File: src/hw/rtl/wpap_pkg.sv
`timescale 1ns / 1ps

package wpap_pkg;

  // Default configuration
  localparam int DefCells     = 2560;
  localparam int DefChannels  = 4;
  localparam int DefPedEvents = 10;
  localparam int DefTrigRing  = 128;

  // Pedestal sum word
  localparam int SumW = 16;

  // Result queue depth
  localparam int OutDepth = 3;

  // Vernier term: (14888000 - 2222*v) / 100000, truncated toward zero.
  // Written as +/- (2222*|v - 6700| +/- 600) / 100000 so the numerator
  // stays a 27-bit magnitude.
  localparam int VernZero  = 6700;
  localparam int VernGain  = 2222;
  localparam int VernBias  = 600;
  // ceil(2^44 / 100000); exact floor division for numerators below 2^27
  localparam int VernRecip = 175921861;
  localparam int VernShift = 44;

  typedef enum logic {
    FuncHeader = 1'b0,
    FuncSample = 1'b1
  } func_e;

  typedef enum logic {
    KindHeader = 1'b0,
    KindSample = 1'b1
  } kind_e;

  // One result beat
  typedef struct packed {
    kind_e              kind;
    logic signed [12:0] rotation;
    logic [11:0]        aligned_cell;
    logic [1:0]         out_channel;
    logic signed [12:0] corrected;
    logic [11:0]        peak_value;
    logic [1:0]         peak_channel;
    logic [11:0]        peak_cell;
  } res_t;

  // Rotation unit status
  typedef struct packed {
    logic signed [12:0] rot_new;      // rotation of the header in stage 1
    logic signed [12:0] rot_cur;      // rotation in force for samples
    logic [11:0]        neg_rot_mod;  // (-rot_cur) mod cells
  } rot_t;

endpackage

File: src/hw/rtl/wpap_fifo.sv
`timescale 1ns / 1ps

// Result queue, valid/stall on the read side
module wpap_fifo (
  input  logic           clk_i,
  input  logic           rst_ni,
  input  logic           push_i,
  input  wpap_pkg::res_t item_i,
  output logic           valid_o,
  input  logic           stall_i,
  output wpap_pkg::res_t item_o,
  output logic [1:0]     count_o
);

  wpap_pkg::res_t mem_q [wpap_pkg::OutDepth];
  logic [1:0] wr_ptr_q, rd_ptr_q, count_q;
  logic       pop;

  assign valid_o = count_q != 2'd0;
  assign pop     = valid_o && !stall_i;
  assign item_o  = mem_q[rd_ptr_q];
  assign count_o = count_q;

  always_ff @(posedge clk_i) begin
    if (push_i) begin
      mem_q[wr_ptr_q] <= item_i;
    end
  end

  // Pointers wrap at the queue depth
  always_ff @(posedge clk_i or negedge rst_ni) begin
    if (!rst_ni) begin
      wr_ptr_q <= '0;
      rd_ptr_q <= '0;
      count_q  <= '0;
    end else begin
      if (push_i) begin
        wr_ptr_q <= (wr_ptr_q == 2'(wpap_pkg::OutDepth - 1)) ? 2'd0 : wr_ptr_q + 2'd1;
      end
      if (pop) begin
        rd_ptr_q <= (rd_ptr_q == 2'(wpap_pkg::OutDepth - 1)) ? 2'd0 : rd_ptr_q + 2'd1;
      end
      count_q <= count_q + 2'(push_i) - 2'(pop);
    end
  end

`ifndef SYNTHESIS
  a_pop_dec: assert property (@(posedge clk_i) disable iff (!rst_ni)
    (pop && !push_i) |=> count_q == $past(count_q) - 2'd1)
    else $error("queue count did not drop on a pop");
`endif

endmodule

File: config.mk
export PLATFORM = sky130hd
export DESIGN_NAME = wpap_fifo
export DESIGN_NICKNAME = d
export VERILOG_FILES = /design/src/hw/rtl/wpap_pkg.sv /design/src/hw/rtl/wpap_fifo.sv
export SDC_FILE = /design/constraint.sdc
export NUM_CORES = 1
export LEC_CHECK = 0
export BUFFER_PORTS_ARGS = -buffer_cell sky130_fd_sc_hd__buf_4
export CAP_MARGIN = 20
export CELL_PAD_IN_SITES_DETAIL_PLACEMENT = 0
export CELL_PAD_IN_SITES_GLOBAL_PLACEMENT = 2
export CORE_ASPECT_RATIO = 2
export CORE_MARGIN = 1
export CORE_UTILIZATION = 35
export CTS_BUF_LIST = sky130_fd_sc_hd__clkbuf_16
export DETAILED_ROUTE_END_ITERATION = 12
export PLACE_DENSITY_LB_ADDON = 0.1
export SYNTH_ARGS = -nofsm -noshare
export SYNTH_HDL_FRONTEND = slang
export SYNTH_SLANG_ARGS = --single-unit
export TNS_END_PERCENT = 100
File: constraint.sdc
create_clock -name clk_i -period 8.2 [get_ports clk_i]
set_input_delay 0.82 -clock clk_i [delete_from_list [all_inputs] [get_ports clk_i]]
set_output_delay 0.82 -clock clk_i [all_outputs]
set_load 0.1 [all_outputs]
; Word-level counts from Yosys, hierarchy flattened
; Memory sizes are Yosys's and may differ from the RTL's.
; Cells that the tools add are included.
[totals]
ff_bits = 6
ramBits = 201
input_bits = 71
out_inout_bits = 70
mem_count = 1
[classes]
n_addsub = 4
n_eq_ne = 2
n_mux = 4
n_reduce_logical = 3
[mem_list]
columns = memory, words, word_bits, read_ports, rd_ports_with_merged_regs, wr, line_no
row1 = mem_q, 3, 67, 1, 0, 1, wpap_fifo.sv:15  ; wpap_pkg::res_t mem_q [wpap_pkg::OutDepth];
[op_table]
columns = operator, n
row1 = $add 2x1->2 const B, 2
row2 = $eq 2x2->1 const B, 2
row3 = $mux 2, 2
row4 = $add 2x1->2, 1
row5 = $mux 1, 2
row6 = $reduce_bool 2->1, 1
row7 = $sub 2x1->2, 1
row8 = $logic_and 1x1->1, 1
row9 = $logic_not 1->1, 1

; Logic depth before layout (Yosys ltp)
; Gate-level depths: netlist of the first run.
[depth]
ltp_word = 3
depth_mapped = 6

; Worst setup path after synthesis of the first run
; No wires, ideal clock.
[synth_timing]
path_kind = input to register
start = input push_i
end = memory mem_q[2][0] in the netlist's numbering (enable)
setup_ns = 0.589
arrival_time_ns = 5.747
setup_slack_ns = 1.864
stages = 2
n_path_buf = 0
path_cell_list = inv_1 -> nor3b_1
[synth_via]
elab_chain_cells = 2
[synth_rtl]
columns = element, line_no
row1 = start: declaration, wpap_fifo.sv:7  ; input logic push_i,
row2 = $mux 1, wpap_fifo.sv:25  ; if (push_i) begin
row3 = $mux 1 (not written as such), wpap_fifo.sv:26  ; mem_q[wr_ptr_q] <= item_i;
row4 = end: declaration, wpap_fifo.sv:15
; Every way passes these cells.

==> run_results.csv, run 1 <==
group,metric,value,unit
run_status,run_status,"complete, no violations",
clock_network,postCtsSetupRepairBufs,0,
routing,drt-initial-drc-count,138,
global_route,grt_pass1_wl,23180,µm
place,gp_congestion,0.6641,
place,placed_cell_area,9067,µm²
clock_network,cts.reportedPaths.clkPinSlew,0.06,ns
layout,multi_input_comb_area,1418,µm²
logic_synthesis,synth_top_cells_by_count,"edfxtp_1, mux2i_1, nand2_1, o21ai_0, clkbuf_1",
routing,num_vias,4084,
run,drv_cap,0,
worst_setup_path,cp-start-kind,"register",
layout,stdcell_count,878,
logic_synthesis,avgSynthCellArea,17.31,µm²
timing,finalSetupViolCount,0,
place,dpl.cell_count,847,
logic_synthesis,yosys.area.top_type,"edfxtp_1",
clock_network,cts_hold_buffers,0,
layout,drive_gt1_frac,0.2959,
worst_setup_path,reg2reg_to,"mem_q[1][59]$_DFFE_PP_",
logic_synthesis,ys_warn_count,0,
logic_synthesis,synth_nets,523,
routing,drt.antenna.violating_nets,0,
worst_setup_path,reg2reg_slack,5.95,ns
global_route,grt_pass1_vias,4400,
routing,totalWireLength,15070,µm
logic_synthesis,synth.area.top_cells,"edfxtp_1, mux2i_1, o21ai_0",
global_route,antenna_found_initial,0,
die,core_area,21680,µm²
clock_network,cts-root-buf,"clkbuf_16",
logic_synthesis,synth_flop_cell,"edfxtp_1",
layout,finalInstanceArea,9642,µm²
worst_setup_path,arrival,2.90,ns
logic_synthesis,seq_area_frac_synth,0.7942,
worst_setup_path,cp_num_buf_inv,2,
logic_synthesis,ys_types,21,
place,post-place-ws,4.856,ns
worst_setup_path,path_class,"register to output pin",
timing,setup_tns,0,ns
clock_network,cts_resized,0,
global_route,grt_max_degree,93,
worst_setup_path,cp_common_cell,"buf_4",
timing,finClkSkew,0.01298,ns
worst_setup_path,crit_chain,"buf_4 > mux2i_1 > o21ai_0 > buf_4",
worst_setup_path,cp-end-kind,"output pin",
worst_setup_path,crit_required,7.38,ns
global_route,grt.overflow.total,0,
min_path,hold_path_class,"primary input to asynchronous set/reset pin",
logic_synthesis,syn_inst,450,
timing,layout_min_cycle_time,3.722,ns
logic_synthesis,syn_area,7789,µm²
routing,drc_errors,0,
worst_setup_path,crit_family,"buffers and inverters",
timing,drv_slew,0,
timing,layout_worst_path_cycle_share,0.4539,
die,rows,76,
worst_setup_path,rr_worst_depth,3,
worst_setup_path,crit-reg2reg-launch,"wr_ptr_q[0]$_DFFE_PN0P_",
logic_synthesis,synth_edf_count,201,
timing,hold_violations,0,
logic_synthesis,synth_top_area_share,0.7749,
logic_synthesis,ys_seq_elements,207,
layout,register_area,6193,µm²
layout,syn2layout_area_growth,23.79,%
die,initial_core_util,0.3592,
timing,worst_pin_slew,0.9001,ns
die,die_w,107.5,µm
place,io_buffers,140,
clock_network,clk_path_buf_depth,3,
timing,max_slew_margin,0.3985,
worst_setup_path,max_stage_delay,0.77,ns
clock_network,h-tree-depth,1,
routing,wl_per_cell,17.16,µm
die,io_pins,141,
worst_setup_path,slowest_stage,"buf_4",
place,dp_hpwl,9359,µm
layout,diodes,0,
die,dieArea,22890,µm²
logic_synthesis,synth_most_common_cell,"edfxtp_1",
timing,max_freq,268.7,MHz
layout,final_nets,668,
clock_network,clk_latency,0.48,ns
logic_synthesis,synthArstFlopShare,0.02899,
clock_network,cts_tree,"built",
clock_network,cts.sinks,207,
clock_network,cts_made_buffers,19,
global_route,grt_usage,0.1343,
die,die_y,213.0,µm
worst_setup_path,cp_max_fo,46,
timing,rsz0062_at_grt,"no",
layout,fillers,1979,
routing,via_per_inst,4.651,
routing,drt-pass1-iter-count,4,
timing,fin_ws,4.478,ns
-- flip-flops by register name, summed over array words and instances (netlist names) --
name and count:
mem_q 201, count_o 2, rd_ptr_q 2, wr_ptr_q 2
-- metrics by stage --
| step | utilization | hold slack [ns] |
|---|---|---|
| 6_report | 0.4447 | 0.1532 |
| 4_1_cts | 0.4447 | 0.1321 |
| 5_1_grt | 0.4447 | 0.1213 |
| 2_1_floorplan | - | 0.4860 |
| 3_5_place_dp | 0.4182 | 0.5305 |
| 3_3_place_gp | 0.4182 | 0.5361 |
-- worst max-delay path by stage --
stage / start / depth (start not counted) / endpoint
after floorplan: push_i / 2 / mem_q[2][0]$_DFFE_PP_
after global placement: rd_ptr_q[0]$_DFFE_PN0P_ / 4 / item_o[47]
after detailed placement: rd_ptr_q[0]$_DFFE_PN0P_ / 4 / item_o[39]
after CTS: rd_ptr_q[0]$_DFFE_PN0P_ / 4 / item_o[47]
after global routing: rd_ptr_q[0]$_DFFE_PN0P_ / 4 / item_o[47]
final: rd_ptr_q[0]$_DFFE_PN0P_ / 4 / item_o[47]
-- layer usage --
layer / GRT usage / part of all wire
met5: 0 / 0
met4: 0.04582 / 0.024
met3: 0.02991 / 0.058
met2: 0.2608 / 0.57
met1: 0.1372 / 0.35
-- area by class of cell --
cell class | instances | area share
sequential | 207 | 0.6424
multi-input combinational | 217 | 0.1470
timing repair buffer | 147 | 0.1145
clock buffer | 19 | 0.04931
tap | 273 | 0.03543
clock inverter | 12 | 0.01025
inverter | 3 | 0.001168
-- kinds of logic after synthesis --
group / synth area share
buf+inv: 0.02602
simple gates: 0.03823
compound gates: 0.04530
xor+xnor: 0.002249
flops: 0.7942
mux: 0.09076
fa+ha+maj: 0.003212
-- cells in the final DEF (no fill, tap or decap) --
cell and n:
edfxtp_1 201, buf_4 147, mux2i_1 68, nand2_1 68, o21ai_0 67, clkbuf_16 19, inv_1 7, clkinv_1 5
dfrtp_1 4, xnor2_1 2, nor3b_2 2, ha_1 2, bufinv_16 2, dfrtp_4 2, or2_2 1, o21ba_2 1
nor2_4 1, a21o_1 1, nor2_1 1, mux2_2 1, nor2b_4 1, mux2_4 1, clkinv_2 1
Power of run 1 is left out: the tool's default activity adds up to more than one toggle a clock period on the data nets, which glitch-free logic cannot reach.
==> run 2, diff against run 1 <==
ABC_AREA = 1   (was default)
clock period = 3.5 ns   (was 8.2 ns; I/O delays follow)
==> run_results.csv, run 2 <==
group,metric,value,unit
die,rows,76,
timing,layout_worst_path_cycle_share,0.8304,
worst_setup_path,cp-end-kind,"output pin",
logic_synthesis,synth_top_cells_by_count,"edfxtp_1, nand2_1, nand3_1, inv_1, buf_2",
logic_synthesis,synth.area.top_cells,"edfxtp_1, nand3_1, nand2_1",
layout,diodes,0,
timing,finalSetupViolCount,0,
routing,totalWireLength,18160,µm
logic_synthesis,avgSynthCellArea,14.27,µm²
timing,setup_tns,0,ns
timing,holdWs,0.05215,ns
die,dieArea,22740,µm²
clock_network,cts.sinks,207,
clock_network,cts.reportedPaths.clkPinSlew,0.06,ns
logic_synthesis,syn_inst,542,
die,initial_core_util,0.3584,
global_route,grt_pass1_vias,5075,
logic_synthesis,synthArstFlopShare,0.02899,
global_route,antenna_found_initial,0,
timing,finClkSkew,0.01074,ns
place,gp_congestion,0.6758,
die,die_w,107.1,µm
timing,worst_pin_slew,0.8206,ns
worst_setup_path,arrival,2.56,ns
routing,met3_length,957,µm
timing,max_slew_margin,0.4530,
routing,wl_per_cell,18.71,µm
worst_setup_path,cp-start-kind,"register",
logic_synthesis,syn_area,7736,µm²
logic_synthesis,seq_area_frac_synth,0.7996,
run_status,run_status,"complete, no violations",
die,io_pins,141,
run,drv_cap,0,
logic_synthesis,synth_edf_count,201,
routing,drt-pass1-iter-count,4,
logic_synthesis,synth_top_area_share,0.7802,
layout,syn2layout_area_growth,25.62,%
clock_network,h-tree-depth,1,
layout,largest_register_ffs,201,
logic_synthesis,yosys.area.top_type,"edfxtp_1",
layout,final_cell_mix,"edfxtp_1, buf_4, nand2_1",
layout,drive_gt1_frac,0.2679,
timing,hold_violations,0,
layout,final_util,0.4502,
die,core_area,21590,µm²
routing,drt.antenna.violating_nets,0,
global_route,grt_pass1_wl,27880,µm
logic_synthesis,ys_warn_count,0,
clock_network,clk_latency,0.48,ns
routing,drc_errors,0,
logic_synthesis,synth_nets,615,
clock_network,cts-root-buf,"clkbuf_16",
worst_setup_path,crit_required,3.15,ns
worst_setup_path,slowest_stage,"dfrtp_2",
min_path,hold_path_class,"primary input to register",
global_route,grt_max_degree,61,
timing,layout_min_cycle_time,2.906,ns
routing,num_vias,4729,
logic_synthesis,ys_types,15,
place,dp_hpwl,10580,µm
global_route,grt_usage,0.1636,
routing,wl_met1,6675,µm
logic_synthesis,synth_flop_cell,"edfxtp_1",
layout,finalInstanceArea,9718,µm²
timing,rsz0062_at_grt,"no",
clock_network,clk_path_buf_depth,3,
routing,via_per_inst,4.870,
routing,met2WireLength,10190,µm
timing,drv_slew,0,
layout,layout_commonest_cell,"edfxtp_1",
routing,highest_layer,"met4",
clock_network,cts_made_buffers,20,
global_route,grt.overflow.total,0,
worst_setup_path,reg2reg_slack,1.55,ns
worst_setup_path,max_stage_delay,0.73,ns
logic_synthesis,synth_most_common_cell,"edfxtp_1",
logic_synthesis,ys_seq_elements,207,
timing,max_freq,344.1,MHz
clock_network,postCtsSetupRepairBufs,0,
worst_setup_path,cp_max_fo,46,
worst_setup_path,path_class,"register to output pin",
place,io_buffers,140,
layout,fillers,1963,
die,die_y,212.3,µm
routing,drt-initial-drc-count,128,
worst_setup_path,crit_chain,"buf_4 > nand3_1 > nand3_1 > buf_4",
layout,final_nets,759,
clock_network,cts_tree,"built",
place,placed_cell_area,9045,µm²
layout,largest-register,"mem_q",
==> run 2: cell count changes after synthesis, moves of 3 or more <==
cell	delta
nand3_1	+139
o21ai_0	-65
inv_1	+9
nand2_1	+78
buf_6	+7
buf_2	+5
buf_4	+3
buf_8	-6
mux2i_1	-68
==> run 2: critical path, delay by kind of cell (launching register included) <==
| family | cells | cell delay (ns) |
|---|---|---|
| flops | 1 | 0.73 |
| simple gates | 2 | 0.33 |
| buf+inv | 2 | 0.93 |
==> run 2: cell type report <==
type / instances / area (µm²) / area share
sequential: 207 / 6188 / 0.6368
multi-input combinational: 292 / 1305 / 0.1343
timing repair buffer: 152 / 1169 / 0.1203
clock buffer: 21 / 525.5 / 0.05407
tap: 273 / 341.6 / 0.03515
clock inverter: 13 / 137.6 / 0.01416
inverter: 13 / 51.30 / 0.005279
==> run 2: cell families after synthesis <==
family	share of synthesized area
compound gates	0.001294
fa+ha+maj	0.003234
buf+inv	0.03267
flops	0.7996
simple gates	0.1632
==> run 2: final timing paths <==
path | startpoint | end | depth (start not counted)
min in group asynchronous | rst_ni | rd_ptr_q[1]$_DFFE_PN0P_ | 2
max in group asynchronous | rst_ni | rd_ptr_q[0]$_DFFE_PN0P_ | 2
setup reg to reg | wr_ptr_q[1]$_DFFE_PN0P_ | mem_q[1][16]$_DFFE_PP_ | 4
setup / recovery | rd_ptr_q[0]$_DFFE_PN0P_ | item_o[41] | 4
hold reg to reg | wr_ptr_q[0]$_DFFE_PN0P_ | wr_ptr_q[1]$_DFFE_PN0P_ | 2
hold / removal | item_i[49] | mem_q[0][49]$_DFFE_PP_ | 1
==> run 2: timing repair <==
action,CTS,global route
endpoints found under the hold margin,6,0
hold buffers,1,0
resized for setup,0,0
==> run 2: per-stage QoR <==
step | instances | setup slack (ns)
global route | 971 | 0.4893
floorplan | 542 | 0.8010
global placement | 936 | 1.139
CTS | 971 | 0.5615
finish | 971 | 0.5938
detailed placement | 936 | 1.092
==> run 2: metal layers <==
layer | vias up | global-route usage
li1 | 2235 | -
met1 | 2357 | 0.1728
met2 | 116 | 0.3172
met3 | 21 | 0.03403
met4 | 0 | 0.04913
met5 | - | 0
Power of run 2 is left out for the same reason.
