File: src/hw/rtl/wpap_pkg.sv
`timescale 1ns / 1ps

package wpap_pkg;

  // Default configuration
  localparam int DefCells     = 2560;
  localparam int DefChannels  = 4;
  localparam int DefPedEvents = 10;
  localparam int DefTrigRing  = 128;

  // Pedestal sum word
  localparam int SumW = 16;

  // Result queue depth
  localparam int OutDepth = 3;

  // Vernier term: (14888000 - 2222*v) / 100000, truncated toward zero.
  // Written as +/- (2222*|v - 6700| +/- 600) / 100000 so the numerator
  // stays a 27-bit magnitude.
  localparam int VernZero  = 6700;
  localparam int VernGain  = 2222;
  localparam int VernBias  = 600;
  // ceil(2^44 / 100000); exact floor division for numerators below 2^27
  localparam int VernRecip = 175921861;
  localparam int VernShift = 44;

  typedef enum logic {
    FuncHeader = 1'b0,
    FuncSample = 1'b1
  } func_e;

  typedef enum logic {
    KindHeader = 1'b0,
    KindSample = 1'b1
  } kind_e;

  // One result beat
  typedef struct packed {
    kind_e              kind;
    logic signed [12:0] rotation;
    logic [11:0]        aligned_cell;
    logic [1:0]         out_channel;
    logic signed [12:0] corrected;
    logic [11:0]        peak_value;
    logic [1:0]         peak_channel;
    logic [11:0]        peak_cell;
  } res_t;

  // Rotation unit status
  typedef struct packed {
    logic signed [12:0] rot_new;      // rotation of the header in stage 1
    logic signed [12:0] rot_cur;      // rotation in force for samples
    logic [11:0]        neg_rot_mod;  // (-rot_cur) mod cells
  } rot_t;

endpackage

File: src/hw/rtl/wpap_rot.sv
`timescale 1ns / 1ps

// Cell rotation unit: coarse term from the trigger record, vernier term by
// reciprocal multiply, saturated sum, and the rotation's negated residue.
module wpap_rot #(
  parameter int Cells    = wpap_pkg::DefCells,
  parameter int TrigRing = wpap_pkg::DefTrigRing
) (
  input  logic                clk_i,
  input  logic                rst_ni,
  input  logic                start_i,        // header beat accepted
  input  logic [15:0]         trigger_word_i,
  input  logic [15:0]         vernier_word_i,
  input  logic                commit_i,       // header in stage 1
  output wpap_pkg::rot_t      rot_o
);

  // Multiple of Cells at or above 4096, keeps the residue input positive
  localparam int Off      = ((4096 + Cells - 1) / Cells) * Cells;
  localparam int ModSteps = $clog2(12288 / Cells + 1);

  // Coarse table, clipped to 14 bits (final result saturates anyway)
  logic signed [13:0] coarse_tab [256];

  for (genvar g = 0; g < 256; g++) begin : g_coarse
    localparam int Raw  = (Cells * (TrigRing - g)) / TrigRing;
    localparam int Clip = (Raw > 8191) ? 8191 : ((Raw < -8192) ? -8192 : Raw);
    assign coarse_tab[g] = 14'(Clip);
  end

  // Vernier numerator from the input port
  logic        vneg;
  logic [15:0] vdist;
  logic [27:0] vprod;
  logic [26:0] vnum;

  always_comb begin
    vneg  = vernier_word_i > 16'(wpap_pkg::VernZero);
    vdist = vneg ? (vernier_word_i - 16'(wpap_pkg::VernZero))
                 : (16'(wpap_pkg::VernZero) - vernier_word_i);
    vprod = 28'(vdist) * 28'(wpap_pkg::VernGain);
    vnum  = vneg ? (27'(vprod) - 27'(wpap_pkg::VernBias))
                 : (27'(vprod) + 27'(wpap_pkg::VernBias));
  end

  logic signed [13:0] coarse_q;
  logic [26:0]        vnum_q;
  logic               vneg_q;

  always_ff @(posedge clk_i) begin
    if (start_i) begin
      coarse_q <= coarse_tab[trigger_word_i[7:0]];
      vnum_q   <= vnum;
      vneg_q   <= vneg;
    end
  end

  // Stage 1: divide by 100000, add coarse, saturate
  logic [54:0]        qprod;
  logic [10:0]        fine_mag;
  logic signed [11:0] fine;
  logic signed [14:0] rsum;
  logic signed [12:0] rot_new;

  always_comb begin
    qprod    = 55'(vnum_q) * 55'(wpap_pkg::VernRecip);
    fine_mag = qprod[wpap_pkg::VernShift +: 11];
    fine     = vneg_q ? -$signed({1'b0, fine_mag}) : $signed({1'b0, fine_mag});
    rsum     = 15'(coarse_q) + 15'(fine);
    if (rsum > 15'sd4095) begin
      rot_new = 13'sd4095;
    end else if (rsum < -15'sd4096) begin
      rot_new = -13'sd4096;
    end else begin
      rot_new = 13'(rsum);
    end
  end

  logic signed [12:0] rot_q;

  always_ff @(posedge clk_i or negedge rst_ni) begin
    if (!rst_ni) begin
      rot_q <= '0;
    end else if (commit_i) begin
      rot_q <= rot_new;
    end
  end

  // (-rot) mod Cells by conditional subtraction, registered from the committed rotation
  logic signed [15:0] sdiff;
  logic [14:0]        rem;

  always_comb begin
    sdiff = 16'(Off) - 16'(rot_q);
    rem   = 15'(sdiff);
    for (int k = ModSteps - 1; k >= 0; k--) begin
      if (rem >= 15'(Cells << k)) begin
        rem = rem - 15'(Cells << k);
      end
    end
  end

  logic [11:0] nrm_q;

  always_ff @(posedge clk_i or negedge rst_ni) begin
    if (!rst_ni) begin
      nrm_q <= '0;
    end else begin
      nrm_q <= 12'(rem);
    end
  end

  assign rot_o.rot_new     = rot_new;
  assign rot_o.rot_cur     = rot_q;
  assign rot_o.neg_rot_mod = nrm_q;

endmodule

File: config.mk
export PLATFORM = sky130hd
export DESIGN_NAME = wpap_rot
export DESIGN_NICKNAME = d
export VERILOG_FILES = /design/src/hw/rtl/wpap_pkg.sv /design/src/hw/rtl/wpap_rot.sv
export SDC_FILE = /design/constraint.sdc
export NUM_CORES = 1
export LEC_CHECK = 0
export BUFFER_PORTS_ARGS = -buffer_cell sky130_fd_sc_hd__buf_2
export CAP_MARGIN = 15
export CORE_ASPECT_RATIO = 1.2
export CORE_MARGIN = 1.5
export CORE_UTILIZATION = 40
export CTS_CLUSTER_DIAMETER = 80
export DETAILED_ROUTE_END_ITERATION = 7
export PLACE_DENSITY = 0.67
export SLEW_MARGIN = 0
export SYNTH_ARGS = -nofsm -noshare
export SYNTH_HDL_FRONTEND = slang
export SYNTH_SLANG_ARGS = --single-unit
File: constraint.sdc
create_clock -name clk_i -period 12.5 [get_ports clk_i]
set_clock_uncertainty 0.1 [all_clocks]
set_input_delay 1.25 -clock clk_i [delete_from_list [all_inputs] [get_ports clk_i]]
set_output_delay 1.25 -clock clk_i [all_outputs]
set_load 0.02 [all_outputs]
Yosys cells after proc, flatten, opt, wreduce, memory -nomap -nowiden:

Memories as Yosys holds them, arrays and structs flattened. A register that Yosys moved wholly into a read port is not among the register bits.
Index checks and enable logic that the tools add are counted.

* bits in latches: 0
* word-level logic and storage cells: 32
* memories kept: 1
* RAM bits: 0
* input port bits: 36
* bits in registers: 53
* memory bits (read-only): 3584
* output and inout port bits: 38

* multipliers: 2
* muxes and demuxes: 8
* bitwise gates (word level): 1
* add/sub/neg operators: 10
* div/mod/pow operators: 0
* equality and inequality tests: 0
* $lt $le $gt $ge: 6
* reductions and logical operators: 0
* shift operators: 0

Memories
* (no name shown): depth 256, width 14, rd ports 1, clocked after memory_dff 1, write ports 0, line wpap_rot.sv:52 `coarse_q <= coarse_tab[trigger_word_i[7:0]];`

Operators by type and width (count)
* 27-bit by 28-bit multiplier with 55-bit output, second input constant: 1
* 15-bit two-way mux: 2
* 27-bit by 10-bit adder with 27-bit output, second input constant: 1
* 27-bit two-way mux: 1
* 27-bit by 10-bit subtractor with 27-bit output, second input constant: 1
* 16-bit by 11-bit multiplier with 26-bit output, second input constant: 1
* 13-bit two-way mux: 2
* 12-bit two-way mux: 2
* 16-bit by 13-bit > comparator with 1-bit output, second input constant: 1
* 16-bit two-way mux: 1
* 13-bit by 16-bit subtractor with 16-bit output, first input constant: 1
* 16-bit by 13-bit subtractor with 16-bit output, second input constant: 1
* 14-bit by 12-bit adder with 15-bit output: 1
* 15-bit by 12-bit >= comparator with 1-bit output, second input constant: 1
* 15-bit by 13-bit >= comparator with 1-bit output, second input constant: 1
* 15-bit by 14-bit >= comparator with 1-bit output, second input constant: 1
* 15-bit by 13-bit > comparator with 1-bit output, second input constant: 1
* 15-bit by 13-bit less-than comparator with 1-bit output, second input constant: 1
* 14-bit by 13-bit subtractor with 15-bit output, first input constant: 1
* 15-bit by 13-bit subtractor with 15-bit output, second input constant: 1
* 15-bit by 14-bit subtractor with 15-bit output, second input constant: 1
* 11-bit negator with 12-bit output: 1
* 12-bit subtractor, second input constant: 1
* 8-bit NOT with 9-bit output: 1

Logic depth before layout (Yosys ltp):

Gate-level depths: netlist of run 1.

* word-level depth: 7
* gate-level depth with buffers: 38

Worst setup path after synthesis of run 1:

No wires, ideal clock.

* kind: flip-flop to output port
* start: register vnum_q[7]
* end: output rot_o[31] (netlist bit)
* data arrival time: 8831 ps
* setup slack: 2319 ps
* stages on the path, launching flop included: 35
* cell sequence: edfxtp_1 -> fa_1 -> inv_1 -> fa_1 -> inv_1 -> fa_1 -> inv_1 -> fa_1 -> inv_1 -> fa_1 -> fa_1 -> inv_1 -> fa_1 -> inv_1 -> ha_1 -> nand4_1 -> or4b_1 -> o41ai_1 -> o21bai_1 -> a21oi_1 -> o21a_1 -> nor2_1 -> o31ai_1 -> xor2_1 -> ha_1 -> a21oi_1 -> a21oi_1 -> o21ai_0 -> a21boi_0 -> o21a_1 -> o21ai_0 -> nand4_1 -> o21bai_1 -> clkbuf_1 -> o21ai_0

RTL lines
* start: declaration: line wpap_rot.sv:47 `logic [26:0] vnum_q;`
* start signal: assignment: line wpap_rot.sv:53 `vnum_q <= vnum;`
* end: declaration: line wpap_rot.sv:15 `output wpap_pkg::rot_t rot_o`

==> results of run 1 <==
worst paths after layout:
kind,to,slack (ps),depth (start not counted)
max,rot_o[26],520,36
min in group asynchronous,nrm_q[0],770,1
max in group asynchronous,rot_q[12],11160,1
min reg2reg,nrm_q[0],360,0
max reg2reg,rot_q[1],2110,35
min,nrm_q[0],360,0
registers in the layout (all words and copies together), names as in the netlist:
| register | count |
|---|---|
| coarse_q | 11 |
| vnum_q | 26 |
| rot_q | 13 |
| vneg_q | 1 |
| nrm_q | 12 |
area by class of cell:
class	instances	area, µm²	area share (%)
clock buffers	10	250	1.19
multi-input cells	1449	15900	75.4
flip-flops and latches	63	1770	8.39
clock inverters	6	73.8	0.350
well taps	630	788	3.74
inverters	510	1910	9.09
repair buffers	74	393	1.87
critical path: cells and delay by family (launching register included):
kind | cells | cell delay (ps)
adder cells (fa/ha/maj) | 9 | 4260
AO/OA/AOI/OAI | 14 | 3340
AND/OR/NAND/NOR | 4 | 1050
buffers and inverters | 8 | 800
flip-flops | 1 | 540
XOR/XNOR | 1 | 270
stage by stage:
step	hold slack [ps]	util, %	cell area (µm²)	worst slack (ps)
floorplan	307	-	19600	2320
detailed placement	351	43.0	20700	801
global placement	349	43.0	20700	983
global route	377	43.7	21100	56.1
CTS	366	43.7	21100	351
finish	361	43.7	21100	522
cell families after synthesis:
group | after synthesis
XOR/XNOR | 103
buffers and inverters | 533
AO/OA/AOI/OAI | 321
multiplexers | 13
AND/OR/NAND/NOR | 286
adder cells (fa/ha/maj) | 726
flip-flops | 63
per-layer routing:
metal	share of wire (%)	track usage, %	vias up	wire length [µm]
li1	-	-	6809	-
met2	53	35.8	265	24400
met4	3.9	8.31	0	1800
met3	3.1	2.07	95	1440
met5	0	0	-	0
met1	40	21.7	7048	18100
cell usage in the layout (no fill, tap or decap), drive strengths merged, types with 4 or more instances in the layout:
cell type / Yosys / routed
nand2b: 6 / 6
mux2i: 5 / 5
xnor2: 68 / 68
edfxtp: 38 / 38
nand3: 31 / 31
inv: 509 / 512
nor3: 26 / 26
and2: 5 / 5
clkbuf: 20 / 10
nand3b: 4 / 4
buf: 3 / 74
nand2: 83 / 83
o21a: 12 / 12
o31ai: 15 / 15
or3: 9 / 9
xor2: 35 / 35
o22ai: 7 / 7
or2: 7 / 7
ha: 415 / 415
a21oi: 98 / 98
nor2: 72 / 72
nand4: 12 / 12
o21bai: 10 / 10
mux2: 7 / 7
nor2b: 7 / 7
a31oi: 8 / 8
fa: 311 / 311
dfrtp: 25 / 25
a21o: 25 / 25
nor4: 6 / 6
a211oi: 14 / 14
o21ai: 80 / 80
and3: 5 / 5
o211ai: 11 / 11
==> results.toml, run 1 <==
[logic_synthesis]
ys.flop_type = "edfxtp_1"
synth_cell_type_count = 75
ys_top_cells_by_area = "fa_1, ha_1, inv_1, edfxtp_1, dfrtp_1"
seq_area_frac_synth_pct = 9.00
synthCells = 2045
synth_area_um2 = 19600
yosys.area.top_type = "fa_1"
synthSimpleGateAreaFrac_pct = 6.98
synth_compound_gate_area_share_pct = 10.3
syn_avg_cell_area_um2 = 9.60
synth_adder_area_share_pct = 58.1
synthArstFlopShare_pct = 39.7
synthXorXnorAreaFrac_pct = 4.63
synth_top_family_by_area = "adder cells"
ys_top_cells_by_count = "inv_1, ha_1, fa_1"
yosysWarnings = 0
syn-num-nets = 2807
synth_seq_cells = 63
synthMuxAreaShare_pct = 0.771
synth_edf_count = 38
synth_most_common_cell = "inv_1"
synth_top_area_share_pct = 31.7

[critical_path]
path_max_fanout = 6
worstPathArrival_ps = 10630
critPathMostFrequentCell = "fa_1"
r2r_start = "vnum_q[6]"
cp-start-kind = "flip-flop"
critical_path_class = "reg -> out"
critPathCaptureType = "output port"
critPathRequiredTime_ps = 11150
startpoint = "vnum_q[6]"
critPathMaxStageDelay_ps = 680
cp_slowest_cell = "or4b_1"

[floorplan]
die_h_um = 246
ios = 74
dieArea_um2 = 50400
die_width_um = 205
start_util_pct = 40.7
fp-row-count = 88
core_area_um2 = 48200

[global_route]
antenna_found_initial = 0
overflow = 0
grt_pass1_wl_um = 75500
grt_usage_pct = 19.1
grt_max_degree = 39
grt_pass1_vias = 15200

[cts]
cts_tree = "done"
cts_hold_buf = 0
clkTransAtPathRegs_ps = 60
htreeDepth = 3
post-cts-setup-buffers = 0
clock_latency_ps = 360
numCtsBuffers = 9
cts_buffer_depth = 2
cts_resized = 0
clock-root-buffer = "clkbuf_16"
clkSinkCount = 63

[worst_hold_path]
min_from = "rot_q[0]"
holdCritPathClass = "reg -> reg"

[sta]
slew_violations = 0
fmax_mhz = 83.5
max_slew.worst_pin.slew_ps = 1060
period_share_pct = 95.8
maxSlewHeadroom_pct = 28.8
post-route-min-period_ps = 11980
fin_tns_setup_ps = 0
rsz0062_at_grt = "false"
setup_viol = 0
finalHoldViolations = 0

[detailed_routing]
post_drt_via_cell_ratio = 5.18
ant_nets = 0
finalWirelength_um = 45800
routedWlPerCell_um = 16.7
firstDrtPassIters = 5
drt_iter0_drc = 597
drc = 0
num_vias = 14200

[cells_and_area]
drive_gt1_share_pct = 5.63
antenna_cells = 0
final_cell_count_no_fill = 2742
nNetsFinal = 2869
fillCellCount = 4702
area_delta_synth_final_pct = 7.26

[outcome]
status = "finished clean"

[placed_design]
dpl.hpwl_um = 41400
io_buffers = 65
placed_cells = 2726
place.gp.congestion = 0.932

[run]
cap_violations = 0
Power of run 1 is not shown: default switching activity piles up to over one toggle a cycle in this logic, so the estimate is an artifact.
==> run 2, diff against run 1 <==
Settings changed: BUFFER_PORTS_ARGS -buffer_cell sky130_fd_sc_hd__buf_2 to not set, CORE_UTILIZATION 40 to 50, DONT_BUFFER_PORTS set to 1, PLACE_DENSITY 0.67 to 0.76.
==> results.toml, run 2 (synthesis gave the netlist of run 1 again) <==
[outcome]
status = "finished clean"

[critical_path]
cp_slowest_cell = "or4b_1"
path_max_fanout = 12
critPathMostFrequentCell = "fa_1"
cp-start-kind = "flip-flop"
critical_path_class = "reg -> out"
critPathMaxStageDelay_ps = 720
worstPathArrival_ps = 10580
critPathRequiredTime_ps = 11150
critPathCaptureType = "output port"
r2r_cells = 35

[detailed_routing]
drt_iter0_drc = 631
drc = 0
ant_nets = 0
num_vias = 13900
routedWlPerCell_um = 17.5
post_drt_via_cell_ratio = 5.42
finalWirelength_um = 45000
firstDrtPassIters = 5

[cts]
cts_resized = 0
post-cts-setup-buffers = 0
cts_hold_buf = 0
clkTransAtPathRegs_ps = 60
numCtsBuffers = 9
cts_tree = "done"
clock-root-buffer = "clkbuf_16"
cts_buffer_depth = 2
clkSinkCount = 63
clock_latency_ps = 360
htreeDepth = 3

[global_route]
grt_pass1_wl_um = 74000
grt_pass1_vias = 14900
grt_usage_pct = 23.5
antenna_found_initial = 0
grt_max_degree = 39
overflow = 0

[sta]
rsz0062_at_grt = "false"
fmax_mhz = 83.8
fin_tns_setup_ps = 0
setup_viol = 0
finalHoldViolations = 0
max_slew.worst_pin.slew_ps = 925
period_share_pct = 95.4
maxSlewHeadroom_pct = 37.9
slew_violations = 0
post-route-min-period_ps = 11930

[cells_and_area]
antenna_cells = 0
reg_top3 = "vnum_q x26, rot_q x13, nrm_q x12"
largest_reg_flops = 26
nNetsFinal = 2798
layout_commonest_cell = "inv_1"
drive_gt1_share_pct = 2.35
final_area_um2 = 20600
fillCellCount = 3468
final_cell_mix = "inv_1, ha_1, fa_1, a21oi_1, nand2_1"
area_delta_synth_final_pct = 4.72
regMostFlops = "vnum_q"
final_util_pct = 53.1

[placed_design]
dpl.hpwl_um = 40300
placed_area_um2 = 20200
io_buffers = 0
place.gp.congestion = 0.958

[worst_hold_path]
holdCritPathClass = "in -> async"

[floorplan]
ios = 74
start_util_pct = 50.7
die_h_um = 220
core_area_um2 = 38700
fp-row-count = 79
die_width_um = 184
dieArea_um2 = 40500

[run]
cap_violations = 0
[run 2: worst paths after layout]
path	from	to	slack (ps)
max	vnum_q[7]	rot_o[30]	570
max reg2reg	vnum_q[7]	rot_q[5]	1670
min in group clk_i	rot_q[0]	nrm_q[0]	500
max in group asynchronous	rst_ni	nrm_q[7]	11750
min	rst_ni	rot_q[9]	480
min reg2reg	rot_q[0]	nrm_q[0]	500
[run 2: layer usage]
metal	part of all wire (%)	vias to the layer above	global-route usage (%)	routed length (µm)
met4	3.4	0	8.58	1530
met2	54	254	44.6	24300
met1	39	6920	27.4	17600
met3	3.5	76	2.18	1590
li1	-	6668	-	-
met5	0	-	0	0
[run 2: area by class of cell]
type	count	area, µm²	area share [%]
tap	526	658	3.20
clock buffer	10	250	1.22
clock inverter	6	73.8	0.359
inverter	510	1910	9.31
sequential	63	1770	8.59
multi-input combinational	1449	15900	77.2
timing repair buffer	3	22.5	0.110
[run 2: critical path: cells and delay by family (launching register included)]
family          cells  cell delay [ps]
fa+ha+maj           9             4260
compound gates     14             3570
simple gates        4             1160
flops               1              550
buf+inv             6              360
xor+xnor            1              270
[run 2: through the flow]
| stage | hold slack, ps | worst slack [ps] | instances |
|---|---|---|---|
| after floorplan | 307 | 2320 | 2045 |
| after global placement | 479 | 752 | 2551 |
| after detailed placement | 482 | 611 | 2551 |
| after CTS | 470 | 194 | 2567 |
| after global routing | 466 | 136 | 2567 |
| final | 480 | 571 | 2567 |
Power of run 2 is left out for the same reason.
==> run 3, diff against run 2 <==
Settings changed: ABC_AREA set to 1.
==> results.toml, run 3 <==
[cts]
clock_latency_ps = 360
cts_hold_buf = 0
clkTransAtPathRegs_ps = 60
cts_resized = 0
clock-root-buffer = "clkbuf_16"
clkSinkCount = 63
post-cts-setup-buffers = 0
cts_tree = "done"
htreeDepth = 3
cts_buffer_depth = 2
numCtsBuffers = 9

[cells_and_area]
final_cell_count_no_fill = 3211
layout_commonest_cell = "inv_1"
nNetsFinal = 3416
fillCellCount = 3898
regMostFlops = "vnum_q"
area_delta_synth_final_pct = 4.54
drive_gt1_share_pct = 3.42
largest_reg_flops = 26
final_cell_mix = "inv_1, nand2_1, ha_1, fa_1, nor2_1"
reg_top3 = "vnum_q x26, rot_q x13, nrm_q x12"
antenna_cells = 0
final_util_pct = 52.8

[sta]
post-route-min-period_ps = 10800
rsz0062_at_grt = "false"
fin_tns_setup_ps = 0
finalHoldViolations = 0
setup_ws_ps = 1700
max_slew.worst_pin.slew_ps = 943
fmax_mhz = 92.6
maxSlewHeadroom_pct = 36.5
slew_violations = 0
setup_viol = 0
period_share_pct = 86.4

[critical_path]
critPathRequiredTime_ps = 11150
critPathMostFrequentCell = "fa_1"
critical_path_class = "reg -> out"
cp_slowest_cell = "fa_1"
cp-start-kind = "flip-flop"
worstPathArrival_ps = 9450
path_max_fanout = 14
critPathCaptureType = "output port"
critPathMaxStageDelay_ps = 630

[logic_synthesis]
synth_most_common_cell = "inv_1"
synth_top_area_share_pct = 28.9
synthArstFlopShare_pct = 39.7
synth_edf_count = 38
synth_area_um2 = 21500
syn-num-nets = 3413
ys.flop_type = "edfxtp_1"
syn_avg_cell_area_um2 = 8.13
synthCells = 2651
synth_cell_type_count = 56
yosysWarnings = 0
ys_top_cells_by_count = "inv_1, nand2_1, ha_1"
seq_area_frac_synth_pct = 8.20
yosys.area.top_type = "fa_1"
synth_seq_cells = 63
ys_top_cells_by_area = "fa_1, ha_1, inv_1, nand2_1, edfxtp_1"

[placed_design]
dpl.hpwl_um = 49100
io_buffers = 0
pre_cts_ws_ps = 2120
placed_cells = 3195
place.gp.congestion = 0.987

[floorplan]
dieArea_um2 = 44400
core_area_um2 = 42700
fp-row-count = 83
start_util_pct = 50.5
die_h_um = 230
die_width_um = 193
ios = 74

[detailed_routing]
drc = 0
post_drt_via_cell_ratio = 5.25
ant_nets = 0
firstDrtPassIters = 5
num_vias = 16900
drt_iter0_drc = 1019
routedWlPerCell_um = 17.1
finalWirelength_um = 54900

[outcome]
status = "finished clean"

[global_route]
antenna_found_initial = 0
grt_pass1_vias = 18200
grt_usage_pct = 26.8
grt_pass1_wl_um = 92000
overflow = 0
grt_max_degree = 39

[run]
cap_violations = 0

[worst_hold_path]
holdCritPathClass = "in -> async"
run 3: cell count changes after synthesis, moves of 18 or more:
cell	delta
nand2_1	+427
inv_1	+173
nor2_1	+75
nand3_1	+49
xnor2_1	-44
o21ai_0	-24
a21oi_1	+19
xor2_1	+19
clkbuf_1	-18
run 3: final timing paths:
path	start	to	slack [ps]	cells after the start
setup / recovery	vnum_q[7]	rot_o[26]	1700	36
hold / removal	rst_ni	nrm_q[10]	470	0
setup reg to reg	vnum_q[7]	rot_q[1]	3290	37
hold reg to reg	rot_q[0]	nrm_q[0]	480	0
max in group asynchronous	rst_ni	rot_q[10]	11750	0
min in group clk_i	rot_q[0]	nrm_q[0]	480	0
run 3: final cells by class:
type	count	area, µm²	share of cell area (%)
Inverter	688	2590	11.5
Clock inverter	5	65.1	0.289
Sequential cell	63	1770	7.84
Clock buffer	11	275	1.22
Multi-Input combinational cell	1891	17100	76.1
Tap cell	552	691	3.07
Timing Repair Buffer	1	7.51	0.0333
run 3: metrics by stage:
stage	area [µm²]	hold WS, ps
after floorplan	21500	295
after global placement	22200	453
after detailed placement	22200	460
after CTS	22500	460
after global routing	22500	460
final	22500	473
run 3: kinds of logic after synthesis:
group                      after synthesis  synth area share (%)
AOI/OAI and AO/OA                      255                  7.00
buffers and inverters                  697                  12.3
adders and majority gates              726                  53.0
DFF                                     63                  8.20
xor gates and xnor gates                78                  3.21
and+or+nand+nor                        832                  16.3
run 3: worst max-delay path, delay by kind of cell, from the launching register on:
kind	cells	cell delay (ps)
compound gates	4	1010
buf+inv	6	400
simple gates	13	1820
flops	1	550
fa+ha+maj	11	5040
xor+xnor	2	260
run 3: routing by layer:
metal / vias up / GRT usage (%) / wire, µm
met2: 457 / 44.4 / 25700
li1: 8216 / - / -
met5: - / 0 / 0
met3: 121 / 3.56 / 2670
met4: 0 / 11.6 / 2510
met1: 8057 / 35.0 / 24000
Power of run 3 is left out for the same reason.
